$ cat src/hw/rtl/lir_pkg.sv
`timescale 1ns / 1ps

package lir_pkg;

    localparam int SAMPLE_BITS  = 16;
    localparam int FRAC_BITS    = 16;
    localparam int MAX_CHANNELS = 2;

    localparam int POS_BITS  = FRAC_BITS + 3;
    localparam int STEP_BITS = FRAC_BITS + 3;
    localparam int CCNT_BITS = 2;
    localparam int DIFF_BITS = SAMPLE_BITS + 1;
    localparam int PROD_BITS = DIFF_BITS + FRAC_BITS + 1;

    localparam logic [POS_BITS-1:0]  ONE_POS  = POS_BITS'(1) << FRAC_BITS;
    localparam logic [POS_BITS-1:0]  TWO_POS  = POS_BITS'(1) << (FRAC_BITS + 1);
    localparam logic [STEP_BITS-1:0] STEP_MIN = STEP_BITS'(1) << (FRAC_BITS - 2);
    localparam logic [STEP_BITS-1:0] STEP_MAX = STEP_BITS'(1) << (FRAC_BITS + 2);

    localparam logic [STEP_BITS-1:0] PHASE_STEP_RST    = STEP_BITS'(1) << FRAC_BITS;
    localparam logic [CCNT_BITS-1:0] CHANNEL_COUNT_RST = CCNT_BITS'(1);

    localparam logic REG_PHASE_STEP    = 1'b0;
    localparam logic REG_CHANNEL_COUNT = 1'b1;

    typedef enum logic [1:0] {
        KIND_INTERP = 2'd0,
        KIND_HOLD   = 2'd1,
        KIND_MARKER = 2'd2
    } emit_kind_t;

    typedef struct packed {
        logic       load_in;
        logic       emit;
        emit_kind_t kind;
        logic       last;
        logic       stream_end;
        logic       advance;
        logic       wrap;
        logic       clear;
    } lir_cmd_t;

    typedef struct packed {
        logic pos_lt_one;
        logic next_ge_one;
        logic next_ge_two;
        logic out_free;
        logic have_prev;
        logic in_final;
        logic cur_final;
    } lir_status_t;

endpackage

$ cat src/hw/rtl/lir_ctrl.sv
`timescale 1ns / 1ps

module lir_ctrl
    import lir_pkg::*;
(
    input  logic        aclk,
    input  logic        aresetn,
    input  logic        in_valid,
    output logic        in_ready,
    input  lir_status_t status,
    output lir_cmd_t    cmd
);

    localparam logic [1:0] ST_IDLE   = 2'd0;
    localparam logic [1:0] ST_INTERP = 2'd1;
    localparam logic [1:0] ST_HOLD   = 2'd2;

    logic [1:0] state_reg;
    logic [1:0] state_next;
    logic       emitted_reg;
    logic       emitted_next;

    always_ff @(posedge aclk) begin
        if (!aresetn) begin
            state_reg   <= ST_IDLE;
            emitted_reg <= 1'b0;
        end else begin
            state_reg   <= state_next;
            emitted_reg <= emitted_next;
        end
    end

    assign in_ready = (state_reg == ST_IDLE);

    always_comb begin
        state_next     = state_reg;
        emitted_next   = emitted_reg;
        cmd            = '0;
        cmd.kind       = KIND_INTERP;
        unique case (state_reg)
            ST_IDLE: begin
                if (in_valid) begin
                    cmd.load_in  = 1'b1;
                    emitted_next = 1'b0;
                    if (status.have_prev) begin
                        state_next = ST_INTERP;
                    end else if (status.in_final) begin
                        state_next = ST_HOLD;
                    end
                end
            end
            ST_INTERP: begin
                if (status.pos_lt_one) begin
                    if (status.out_free) begin
                        cmd.emit       = 1'b1;
                        cmd.kind       = KIND_INTERP;
                        cmd.advance    = 1'b1;
                        cmd.last       = status.cur_final ? status.next_ge_two
                                                          : status.next_ge_one;
                        cmd.stream_end = status.cur_final & status.next_ge_two;
                        emitted_next   = 1'b1;
                    end
                end else begin
                    cmd.wrap   = 1'b1;
                    state_next = status.cur_final ? ST_HOLD : ST_IDLE;
                end
            end
            ST_HOLD: begin
                if (status.pos_lt_one) begin
                    if (status.out_free) begin
                        cmd.emit       = 1'b1;
                        cmd.kind       = KIND_HOLD;
                        cmd.advance    = 1'b1;
                        cmd.last       = status.next_ge_one;
                        cmd.stream_end = status.next_ge_one;
                        emitted_next   = 1'b1;
                    end
                end else if (emitted_reg) begin
                    cmd.clear  = 1'b1;
                    state_next = ST_IDLE;
                end else if (status.out_free) begin
                    cmd.emit       = 1'b1;
                    cmd.kind       = KIND_MARKER;
                    cmd.last       = 1'b1;
                    cmd.stream_end = 1'b1;
                    cmd.clear      = 1'b1;
                    emitted_next   = 1'b1;
                    state_next     = ST_IDLE;
                end
            end
            default: begin
                state_next = ST_IDLE;
            end
        endcase
    end

endmodule

$ cat src/hw/rtl/lir_dp.sv
`timescale 1ns / 1ps

module lir_dp
    import lir_pkg::*;
(
    input  logic                          aclk,
    input  logic                          aresetn,
    input  logic [STEP_BITS-1:0]          phase_step,
    input  logic [CCNT_BITS-1:0]          channel_count,
    input  logic signed [SAMPLE_BITS-1:0] in_left,
    input  logic signed [SAMPLE_BITS-1:0] in_right,
    input  logic                          in_final,
    input  lir_cmd_t                      cmd,
    output lir_status_t                   status,
    input  logic                          out_ready,
    output logic                          out_valid,
    output logic signed [SAMPLE_BITS-1:0] out_left,
    output logic signed [SAMPLE_BITS-1:0] out_right,
    output logic                          out_sample_valid,
    output logic                          out_last,
    output logic                          out_stream_end
);

    logic signed [SAMPLE_BITS-1:0] prev_left_reg;
    logic signed [SAMPLE_BITS-1:0] prev_right_reg;
    logic signed [SAMPLE_BITS-1:0] cur_left_reg;
    logic signed [SAMPLE_BITS-1:0] cur_right_reg;
    logic                          cur_final_reg;
    logic                          have_prev_reg;
    logic [POS_BITS-1:0]           pos_reg;

    logic                          out_valid_reg;
    logic signed [SAMPLE_BITS-1:0] out_left_reg;
    logic signed [SAMPLE_BITS-1:0] out_right_reg;
    logic                          out_sv_reg;
    logic                          out_last_reg;
    logic                          out_end_reg;

    logic [STEP_BITS-1:0]          step_sat;
    logic [POS_BITS-1:0]           pos_sum;
    logic                          stereo;
    logic signed [FRAC_BITS:0]     frac_s;
    logic signed [DIFF_BITS-1:0]   diff_l;
    logic signed [DIFF_BITS-1:0]   diff_r;
    logic signed [PROD_BITS-1:0]   prod_l;
    logic signed [PROD_BITS-1:0]   prod_r;
    logic signed [PROD_BITS-1:0]   rnd_l;
    logic signed [PROD_BITS-1:0]   rnd_r;
    logic signed [SAMPLE_BITS-1:0] lerp_l;
    logic signed [SAMPLE_BITS-1:0] lerp_r;
    logic signed [SAMPLE_BITS-1:0] res_l;
    logic signed [SAMPLE_BITS-1:0] res_r;

    always_comb begin
        priority if (phase_step < STEP_MIN) begin
            step_sat = STEP_MIN;
        end else if (phase_step > STEP_MAX) begin
            step_sat = STEP_MAX;
        end else begin
            step_sat = phase_step;
        end
    end

    assign stereo  = (MAX_CHANNELS >= 2) && channel_count[1];
    assign pos_sum = pos_reg + POS_BITS'(step_sat);

    assign frac_s = $signed({1'b0, pos_reg[FRAC_BITS-1:0]});
    assign diff_l = DIFF_BITS'(cur_left_reg) - DIFF_BITS'(prev_left_reg);
    assign diff_r = DIFF_BITS'(cur_right_reg) - DIFF_BITS'(prev_right_reg);
    assign prod_l = PROD_BITS'(frac_s) * PROD_BITS'(diff_l);
    assign prod_r = PROD_BITS'(frac_s) * PROD_BITS'(diff_r);
    assign rnd_l  = (prod_l + (PROD_BITS'(1) << (FRAC_BITS - 1))) >>> FRAC_BITS;
    assign rnd_r  = (prod_r + (PROD_BITS'(1) << (FRAC_BITS - 1))) >>> FRAC_BITS;
    assign lerp_l = prev_left_reg + rnd_l[SAMPLE_BITS-1:0];
    assign lerp_r = prev_right_reg + rnd_r[SAMPLE_BITS-1:0];

    always_comb begin
        unique case (cmd.kind)
            KIND_INTERP: begin
                res_l = lerp_l;
                res_r = stereo ? lerp_r : '0;
            end
            KIND_HOLD: begin
                res_l = cur_left_reg;
                res_r = stereo ? cur_right_reg : '0;
            end
            default: begin
                res_l = '0;
                res_r = '0;
            end
        endcase
    end

    always_ff @(posedge aclk) begin
        if (!aresetn) begin
            prev_left_reg  <= '0;
            prev_right_reg <= '0;
            have_prev_reg  <= 1'b0;
            pos_reg        <= '0;
            cur_final_reg  <= 1'b0;
        end else begin
            if (cmd.clear) begin
                prev_left_reg  <= '0;
                prev_right_reg <= '0;
                have_prev_reg  <= 1'b0;
                pos_reg        <= '0;
            end else if (cmd.load_in) begin
                cur_final_reg <= in_final;
                if (!have_prev_reg) begin
                    prev_left_reg  <= in_left;
                    prev_right_reg <= in_right;
                    have_prev_reg  <= 1'b1;
                end
            end else if (cmd.advance) begin
                pos_reg <= pos_sum;
            end else if (cmd.wrap) begin
                pos_reg        <= pos_reg - ONE_POS;
                prev_left_reg  <= cur_left_reg;
                prev_right_reg <= cur_right_reg;
            end
        end
    end

    always_ff @(posedge aclk) begin
        if (cmd.load_in) begin
            cur_left_reg  <= in_left;
            cur_right_reg <= in_right;
        end
    end

    always_ff @(posedge aclk) begin
        if (!aresetn) begin
            out_valid_reg <= 1'b0;
        end else if (cmd.emit) begin
            out_valid_reg <= 1'b1;
        end else if (out_ready) begin
            out_valid_reg <= 1'b0;
        end
    end

    always_ff @(posedge aclk) begin
        if (cmd.emit) begin
            out_left_reg  <= res_l;
            out_right_reg <= res_r;
            out_sv_reg    <= (cmd.kind != KIND_MARKER);
            out_last_reg  <= cmd.last;
            out_end_reg   <= cmd.stream_end;
        end
    end

    assign status.pos_lt_one  = (pos_reg < ONE_POS);
    assign status.next_ge_one = (pos_sum >= ONE_POS);
    assign status.next_ge_two = (pos_sum >= TWO_POS);
    assign status.out_free    = !out_valid_reg || out_ready;
    assign status.have_prev   = have_prev_reg;
    assign status.in_final    = in_final;
    assign status.cur_final   = cur_final_reg;

    assign out_valid        = out_valid_reg;
    assign out_left         = out_left_reg;
    assign out_right        = out_right_reg;
    assign out_sample_valid = out_sv_reg;
    assign out_last         = out_last_reg;
    assign out_stream_end   = out_end_reg;

endmodule

$ cat src/hw/rtl/linear_interp_resampler.sv
`timescale 1ns / 1ps

// Linear interpolation resampler for mono or stereo 16-bit frames. An ordinary
// frame yields n output samples, where n is 0 to 4, and goes through the input
// transfer, the n output samples from the shared interpolator, and a step that
// moves the phase on to the next frame. The first frame of a stream is only
// stored and needs just its transfer, unless it is also final. The final frame
// adds the held samples and a closing step, which also carries the end marker
// when no sample came out. Output samples leave through a one-deep output
// register; a stalled output holds the interpolator.

module linear_interp_resampler
    import lir_pkg::*;
(
    input  logic        aclk,
    input  logic        aresetn,

    input  logic        s_tvalid,
    output logic        s_tready,
    input  logic [31:0] s_tdata,   // left_sample, right_sample
    input  logic        s_tlast,   // final_frame

    output logic        m_tvalid,
    input  logic        m_tready,
    output logic [31:0] m_tdata,   // left_out, right_out
    output logic [1:0]  m_tuser,   // sample_valid, stream_end
    output logic        m_tlast,   // last_of_run

    input  logic        psel,
    input  logic        penable,
    input  logic        pwrite,
    input  logic [2:0]  paddr,
    input  logic [31:0] pwdata,
    output logic [31:0] prdata,
    output logic        pready
);

    logic [STEP_BITS-1:0]          phase_step_reg;
    logic [CCNT_BITS-1:0]          channel_count_reg;
    logic                          cfg_write;

    lir_cmd_t                      cmd;
    lir_status_t                   status;
    logic signed [SAMPLE_BITS-1:0] out_left;
    logic signed [SAMPLE_BITS-1:0] out_right;
    logic                          out_sample_valid;
    logic                          out_stream_end;

    assign pready    = 1'b1;
    assign cfg_write = psel & penable & pwrite & pready;

    always_ff @(posedge aclk) begin
        if (!aresetn) begin
            phase_step_reg    <= PHASE_STEP_RST;
            channel_count_reg <= CHANNEL_COUNT_RST;
        end else if (cfg_write) begin
            unique case (paddr[2])
                REG_PHASE_STEP:    phase_step_reg    <= pwdata[STEP_BITS-1:0];
                REG_CHANNEL_COUNT: channel_count_reg <= pwdata[CCNT_BITS-1:0];
                default: ;
            endcase
        end
    end

    always_comb begin
        unique case (paddr[2])
            REG_PHASE_STEP:    prdata = 32'(phase_step_reg);
            REG_CHANNEL_COUNT: prdata = 32'(channel_count_reg);
            default:           prdata = '0;
        endcase
    end

    lir_ctrl u_ctrl (
        .aclk     (aclk),
        .aresetn  (aresetn),
        .in_valid (s_tvalid),
        .in_ready (s_tready),
        .status   (status),
        .cmd      (cmd)
    );

    lir_dp u_dp (
        .aclk             (aclk),
        .aresetn          (aresetn),
        .phase_step       (phase_step_reg),
        .channel_count    (channel_count_reg),
        .in_left          (s_tdata[SAMPLE_BITS-1:0]),
        .in_right         (s_tdata[2*SAMPLE_BITS-1:SAMPLE_BITS]),
        .in_final         (s_tlast),
        .cmd              (cmd),
        .status           (status),
        .out_ready        (m_tready),
        .out_valid        (m_tvalid),
        .out_left         (out_left),
        .out_right        (out_right),
        .out_sample_valid (out_sample_valid),
        .out_last         (m_tlast),
        .out_stream_end   (out_stream_end)
    );

    assign m_tdata = {out_right, out_left};
    assign m_tuser = {out_stream_end, out_sample_valid};

endmodule

$ cat config.mk
export PLATFORM = sky130hd
export DESIGN_NAME = linear_interp_resampler
export DESIGN_NICKNAME = d
export VERILOG_FILES = /design/src/hw/rtl/lir_pkg.sv /design/src/hw/rtl/lir_ctrl.sv /design/src/hw/rtl/lir_dp.sv /design/src/hw/rtl/linear_interp_resampler.sv
export SDC_FILE = /design/constraint.sdc
export NUM_CORES = 2
export LEC_CHECK = 0
export ABC_AREA = 1
export BUFFER_PORTS_ARGS = -buffer_cell sky130_fd_sc_hd__buf_2
export CORE_MARGIN = 4
export CORE_UTILIZATION = 38
export DETAILED_ROUTE_END_ITERATION = 8
export GPL_ROUTABILITY_DRIVEN = 0
export HOLD_SLACK_MARGIN = 0.1
export SLEW_MARGIN = 30
export SYNTH_ARGS = -nofsm -noshare
export SYNTH_HDL_FRONTEND = slang
export SYNTH_SLANG_ARGS = --single-unit
export TNS_END_PERCENT = 10
$ cat constraint.sdc
create_clock -name aclk -period 8.4 [get_ports aclk]
set_clock_uncertainty 0.15 [all_clocks]
set_input_delay 2.52 -clock aclk [delete_from_list [all_inputs] [get_ports aclk]]
set_output_delay 2.52 -clock aclk [all_outputs]
set_load 0.01 [all_outputs]
# Word level (Yosys, flattened, before mapping)
# Cells that the tools add are included.
totals:
  latch_bits: 0
  n_memories: 0
  inputBits: 75
  ff_bits: 145
  mem_bits_rw: 0
  rom_bits: 0
  word_cells: 117
  output_inout_bits: 70
classes:
  mul: 2
  div_mod_pow: 0
  shifts: 0
  addsub: 8
  n_reduce_logical: 16
  order_cmp: 5
  bitwise_logic: 7
  muxes: 50
  n_eq_ne: 12
ops:
  columns: ["operator", "n"]
  rows:
  - ["$mux 16", 10]
  - ["$mux 19", 4]
  - ["$add 32x17->32 const B", 2]
  - ["$mul 17x17->32", 2]
  - ["$pmux 16 s2", 2]
  - ["$pmux 32 s2", 1]
  - ["$sub 16x16->17", 2]
  - ["$add 16x16->16", 2]
  - ["$add 19x19->19", 1]
  - ["$ge 19x17->1 const B", 1]
  - ["$ge 19x18->1 const B", 1]
  - ["$gt 19x19->1 const B", 1]
  - ["$lt 19x15->1 const B", 1]
  - ["$lt 19x17->1 const B", 1]
  - ["$sub 19x17->19 const B", 1]
  - ["$mux 6", 3]
  - ["$mux 1", 16]
  - ["$mux 2", 8]
  - ["$mux 5", 3]
  - ["$ne 2x2->1 const B", 6]
  - ["$pmux 6 s2", 1]
  - ["$reduce_and 2->1", 4]
  - ["$pmux 2 s3", 1]
  - ["$reduce_and 3->1", 2]
  - ["15 further kinds", 24]

# Depth between registers and ports, before layout
logic_depth:
  word_depth: 11
  ltp_mapped: 48
  depth_no_buf: 47

# Hierarchy
# A second synthesis with hierarchy kept.
hier_totals:
  hier_cells: 3795
  hier_area_um2: 28567.4
by_module_without_submodules:
  columns: ["mod", "area_per_inst_um2", "instances", "cells_each", "seq_area_each_um2"]
  rows:
  - ["lir_dp", 27022.2, 1, 3539, 3093.0]
  - ["linear_interp_resampler", 1194.9, 1, 194, 420.4]
  - ["lir_ctrl", 350.3, 1, 62, 60.1]

# Least setup slack after synthesis
# OpenSTA, ideal clock, no wires.
synth_timing:
  path_kind: "reg-to-reg"
  from: "register u_dp.cur_left_reg[0]"
  to: "register u_dp.out_left_reg[12] (netlist: u_dp.out_left[12]), data pin"
  path_buffers: 1
  setup_ns: 0.253
  stages_incl_launch_ff: 44
  period_less_slack_ns: 8.062
  arrival_time_ns: 7.659
  path_slack_ns: 0.338
  required_ns: 7.997
  cell_sequence: "edfxtp_1 > inv_1 > ha_1 > fa_1 > nand3b_1 > nand2_1 > a31o_2 > or2_2 > nand2_1 > inv_1 > clkbuf_1 > nand2_1 > fa_1 > inv_1 > fa_1 > inv_1 > fa_1 > inv_1 > [... 8 more ...] > a21oi_1 > nand2_1 > a21oi_1 > inv_2 > nand2_1 > nand2_1 > xor2_1 > ha_1 > inv_1 > nor3_1 > nand3_1 > nand3_1 > nand2_1 > nand2_1 > a21oi_1 > or2_0 > nand3_1 > nand2_1"
synth_between:
  elab_chain_len: 5
synth_rtl:
  columns: ["element", "line", "text"]
  rows:
  - ["start: declaration", "lir_dp.sv:26", "logic signed [SAMPLE_BITS-1:0] cur_left_reg;"]
  - ["start signal: assignment", "lir_dp.sv:126", "cur_left_reg <= in_left;"]
  - ["$sub 16x16->17", "lir_dp.sv:68", "assign diff_l = DIFF_BITS'(cur_left_reg) - DIFF_BITS'(prev_left_reg);"]
  - ["$mul 17x17->32", "lir_dp.sv:70", "assign prod_l = PROD_BITS'(frac_s) * PROD_BITS'(diff_l);"]
  - ["$add 32x17->32", "lir_dp.sv:72", "assign rnd_l = (prod_l + (PROD_BITS'(1) << (FRAC_BITS - 1))) >>> FRAC_BITS;"]
  - ["$add 16x16->16", "lir_dp.sv:74", "assign lerp_l = prev_left_reg + rnd_l[SAMPLE_BITS-1:0];"]
  - ["$pmux 16 s2", "lir_dp.sv:78", "unique case (cmd.kind)"]
  - ["net u_dp.res_l[12]", "lir_dp.sv:51", "logic signed [SAMPLE_BITS-1:0] res_l;"]
  - ["end signal: assignment", "lir_dp.sv:143", "out_left_reg <= res_l;"]
  - ["end: declaration", "lir_dp.sv:33", "logic signed [SAMPLE_BITS-1:0] out_left_reg;"]
# The timed path passes the listed nets, and every way through them passes these cells.
# A chain may end at the register's enable or synchronous reset.

# Worst setup path after layout
layout_timing:
  from: "register u_dp.cur_right_reg[6]"
  to: "register u_dp.out_right_reg[15] (netlist: u_dp.out_right[15]), data pin"
layout_between:
  elab_chain_len: 6
layout_rtl:
  columns: ["element", "line", "text"]
  rows:
  - ["start: declaration", "lir_dp.sv:27", "logic signed [SAMPLE_BITS-1:0] cur_right_reg;"]
  - ["start signal: assignment", "lir_dp.sv:127", "cur_right_reg <= in_right;"]
  - ["$sub 16x16->17", "lir_dp.sv:69", "assign diff_r = DIFF_BITS'(cur_right_reg) - DIFF_BITS'(prev_right_reg);"]
  - ["$mul 17x17->32", "lir_dp.sv:71", "assign prod_r = PROD_BITS'(frac_s) * PROD_BITS'(diff_r);"]
  - ["$add 32x17->32", "lir_dp.sv:73", "assign rnd_r = (prod_r + (PROD_BITS'(1) << (FRAC_BITS - 1))) >>> FRAC_BITS;"]
  - ["$add 16x16->16", "lir_dp.sv:75", "assign lerp_r = prev_right_reg + rnd_r[SAMPLE_BITS-1:0];"]
  - ["$mux 16", "lir_dp.sv:81", "res_r = stereo ? lerp_r : '0;"]
  - ["$pmux 16 s2", "lir_dp.sv:78", null]
  - ["net u_dp.res_r[15]", "lir_dp.sv:52", "logic signed [SAMPLE_BITS-1:0] res_r;"]
  - ["end signal: assignment", "lir_dp.sv:144", "out_right_reg <= res_r;"]
  - ["end: declaration", "lir_dp.sv:34", "logic signed [SAMPLE_BITS-1:0] out_right_reg;"]
# The timed path passes the listed nets, and every way through them passes these cells.

==> impl_metrics.tcl <==
set metrics [dict create \
    status "complete, but fails checks" \
    violations "negative setup slack" \
    hp-class "reg -> reg" \
    finalCritPeriodShare 1.00 \
    startpoint_type "flop" \
    worstSetupPathType "reg -> reg" \
    r2r_slack_ns -0.03 \
    ys_top_cells_by_area "fa_1, ha_1, inv_1" \
    synth_most_common_cell "inv_1" \
    synth_top_area_frac 0.299 \
    yosysUniqueCellTypes 55 \
    wl_per_cell_um 16.9 \
    clk_latency_ns 0.45 \
    clockBufferDepth 2 \
    antenna_found_initial 1 \
    required_ns 8.44 \
    slew_violations 0 \
    period_needed_ns 8.43 \
    die_x_um 281 \
    grt_overflow 0 \
    final_nets 5062 \
    numCtsBuffers 17 \
    firstDrtPassIters 8 \
    yosysWarningCount 0 \
    syn_to_final_growth_pct 25.1 \
    ios 145 \
    r2r-end "u_dp.out_right[15]$_DFFE_PP_" \
    rows 99 \
    max_freq_mhz 119 \
    slew_headroom 0.426 \
    remaining_drc_errors 0 \
    final_core_util 0.482 \
    place_ws_ns -0.521 \
    routed_wirelength_um 88600 \
    maxCapViolations 0 \
    netlist_area_sq_um 28300 \
    ys_async_sr_fraction 0 \
    core_area_sq_um 73500 \
    slowest_delay_ns 0.56 \
    cpMostUsedCell "nand2_1" \
    ys_seq_area_frac 0.126 \
    timing.final.ws_setup_ns -0.0259 \
    die_h_um 281 \
    cts_root_buf "clkbuf_16" \
    antenna_left 0 \
    cts_tree "done" \
    cts.sinks 145 \
    end_kind "flop" \
    synth-main-ff-cell "dfxtp_1" \
    synth_top_area_cell "fa_1" \
    postSynthCellCount 3737 \
    crit_path_end "u_dp.out_right[15]$_DFFE_PP_" \
    grt_pass1_vias 25500 \
    synth_area_per_cell_sq_um 7.58 \
    synth_edf_count 67 \
    drtIter0Drc 1938 \
    grt_pass1_wl_um 140000 \
    worstHoldStart "channel_count_reg[0]$_SDFFE_PN1P_" \
    netlist_top_cells_count "inv_1, nand2_1, fa_1" \
    routed_via_density 4.92 \
    hold_viol 0 \
    reg2regPathDepth 42 \
    cp.arrival_ns 8.47 \
    ys_ff_latch 145 \
    cp_slowest_cell "fa_1" \
    grt_max_degree 65 \
    timing.critical_path.from "u_dp.cur_right_reg[6]$_DFFE_PP_" \
    portBuffers 115 \
    dieArea_sq_um 79000 \
    vias 25756 \
    clk_pin_slew_ns 0.07 \
    rsz0062_at_grt "yes" \
    setup_viol 5 \
    h-tree-depth 4 \
    crit_path_max_fanout 6 \
    place_hpwl_um 72500 \
    grt_use_total 0.227 \
    tightestPinTransition_ns 0.861 \
    drive_gt1_frac 0.223 \
    start_util 0.386 \
    reg2reg_from "u_dp.cur_right_reg[6]$_DFFE_PP_" \
]
## layer usage
layer,vias to the layer above,part of all wire,global-route usage
met5,-,0.00015,0
li1,12455,-,-
met2,794,0.45,0.358
met4,2,0.029,0.0665
met3,112,0.075,0.0403
met1,12393,0.45,0.319
## metrics by stage
stage / hold WS, ns / cell area [sq um] / TNS, ns / instances
global placement: 0.318 / 33200 / -7.49 / 5160
CTS: 0.342 / 34900 / -0.0334 / 5226
global route: 0.367 / 35400 / -6.06 / 5229
floorplan: 0.296 / 28400 / 0 / 3749
finish: 0.334 / 35400 / -0.0492 / 5230
detailed placement: 0.325 / 33200 / -7.62 / 5160
## worst max-delay path: cells and delay by family, from the launching register on
family	cells	cell delay [ns]
DFF	1	0.46
xor gates and xnor gates	1	0.19
AOI/OAI and AO/OA	7	1.02
adders and majority gates	9	3.90
buffers and inverters	9	0.84
and+or+nand+nor	16	1.58
## layout by cell type (no fill, tap or decap), types with 33 or more instances in the layout
cell / n
inv_1: 819
buf_2: 115
a31oi_1: 34
nand2_1: 729
ha_1: 260
a21oi_1: 158
nor2_1: 332
fa_1: 413
buf_4: 476
o21ai_1: 36
dfxtp_1: 76
ha_4: 43
a21oi_2: 33
o21ai_0: 98
edfxtp_1: 67
nand3_1: 106
inv_2: 40
nand2_2: 46
## worst min-delay path by stage
stage	slack (ns)	endpoint	cells after the start
4_1_cts	0.34	channel_count_reg[0]$_SDFFE_PN1P_	2
3_5_place_dp	0.32	channel_count_reg[0]$_SDFFE_PN1P_	2
6_report	0.33	channel_count_reg[0]$_SDFFE_PN1P_	2
2_1_floorplan	0.30	channel_count_reg[0]$_SDFFE_PN1P_	2
5_1_grt	0.37	channel_count_reg[0]$_SDFFE_PN1P_	2
3_3_place_gp	0.32	channel_count_reg[0]$_SDFFE_PN1P_	2
## repair_timing
item                                    CTS  global route
hold buffers                              0             0
pin swaps                                65            49
endpoints found under the setup margin   25            25
setup buffers                            34             5
cloned                                    1             0
gates resized for setup                 192           106
## cell type report
type	count	area, sq um
clock inverters	14	164
inverters	870	3280
multi-input cells	2611	22300
well taps	959	1200
fillers	7131	38000
diodes	1	2.50
flip-flops and latches	145	3580
repair buffers	612	4500
clock buffers	18	429
## kinds of logic after synthesis
logic type | after synthesis | share of synthesized area
DFF | 145 | 0.126
xor gates and xnor gates | 61 | 0.0194
other | 2 | 0.000265
and+or+nand+nor | 1364 | 0.197
buffers and inverters | 993 | 0.135
adders and majority gates | 730 | 0.434
AOI/OAI and AO/OA | 442 | 0.0875
Power is left out: the tool's default activity adds up to more than one toggle a clock period on the data nets, which glitch-free logic cannot reach.
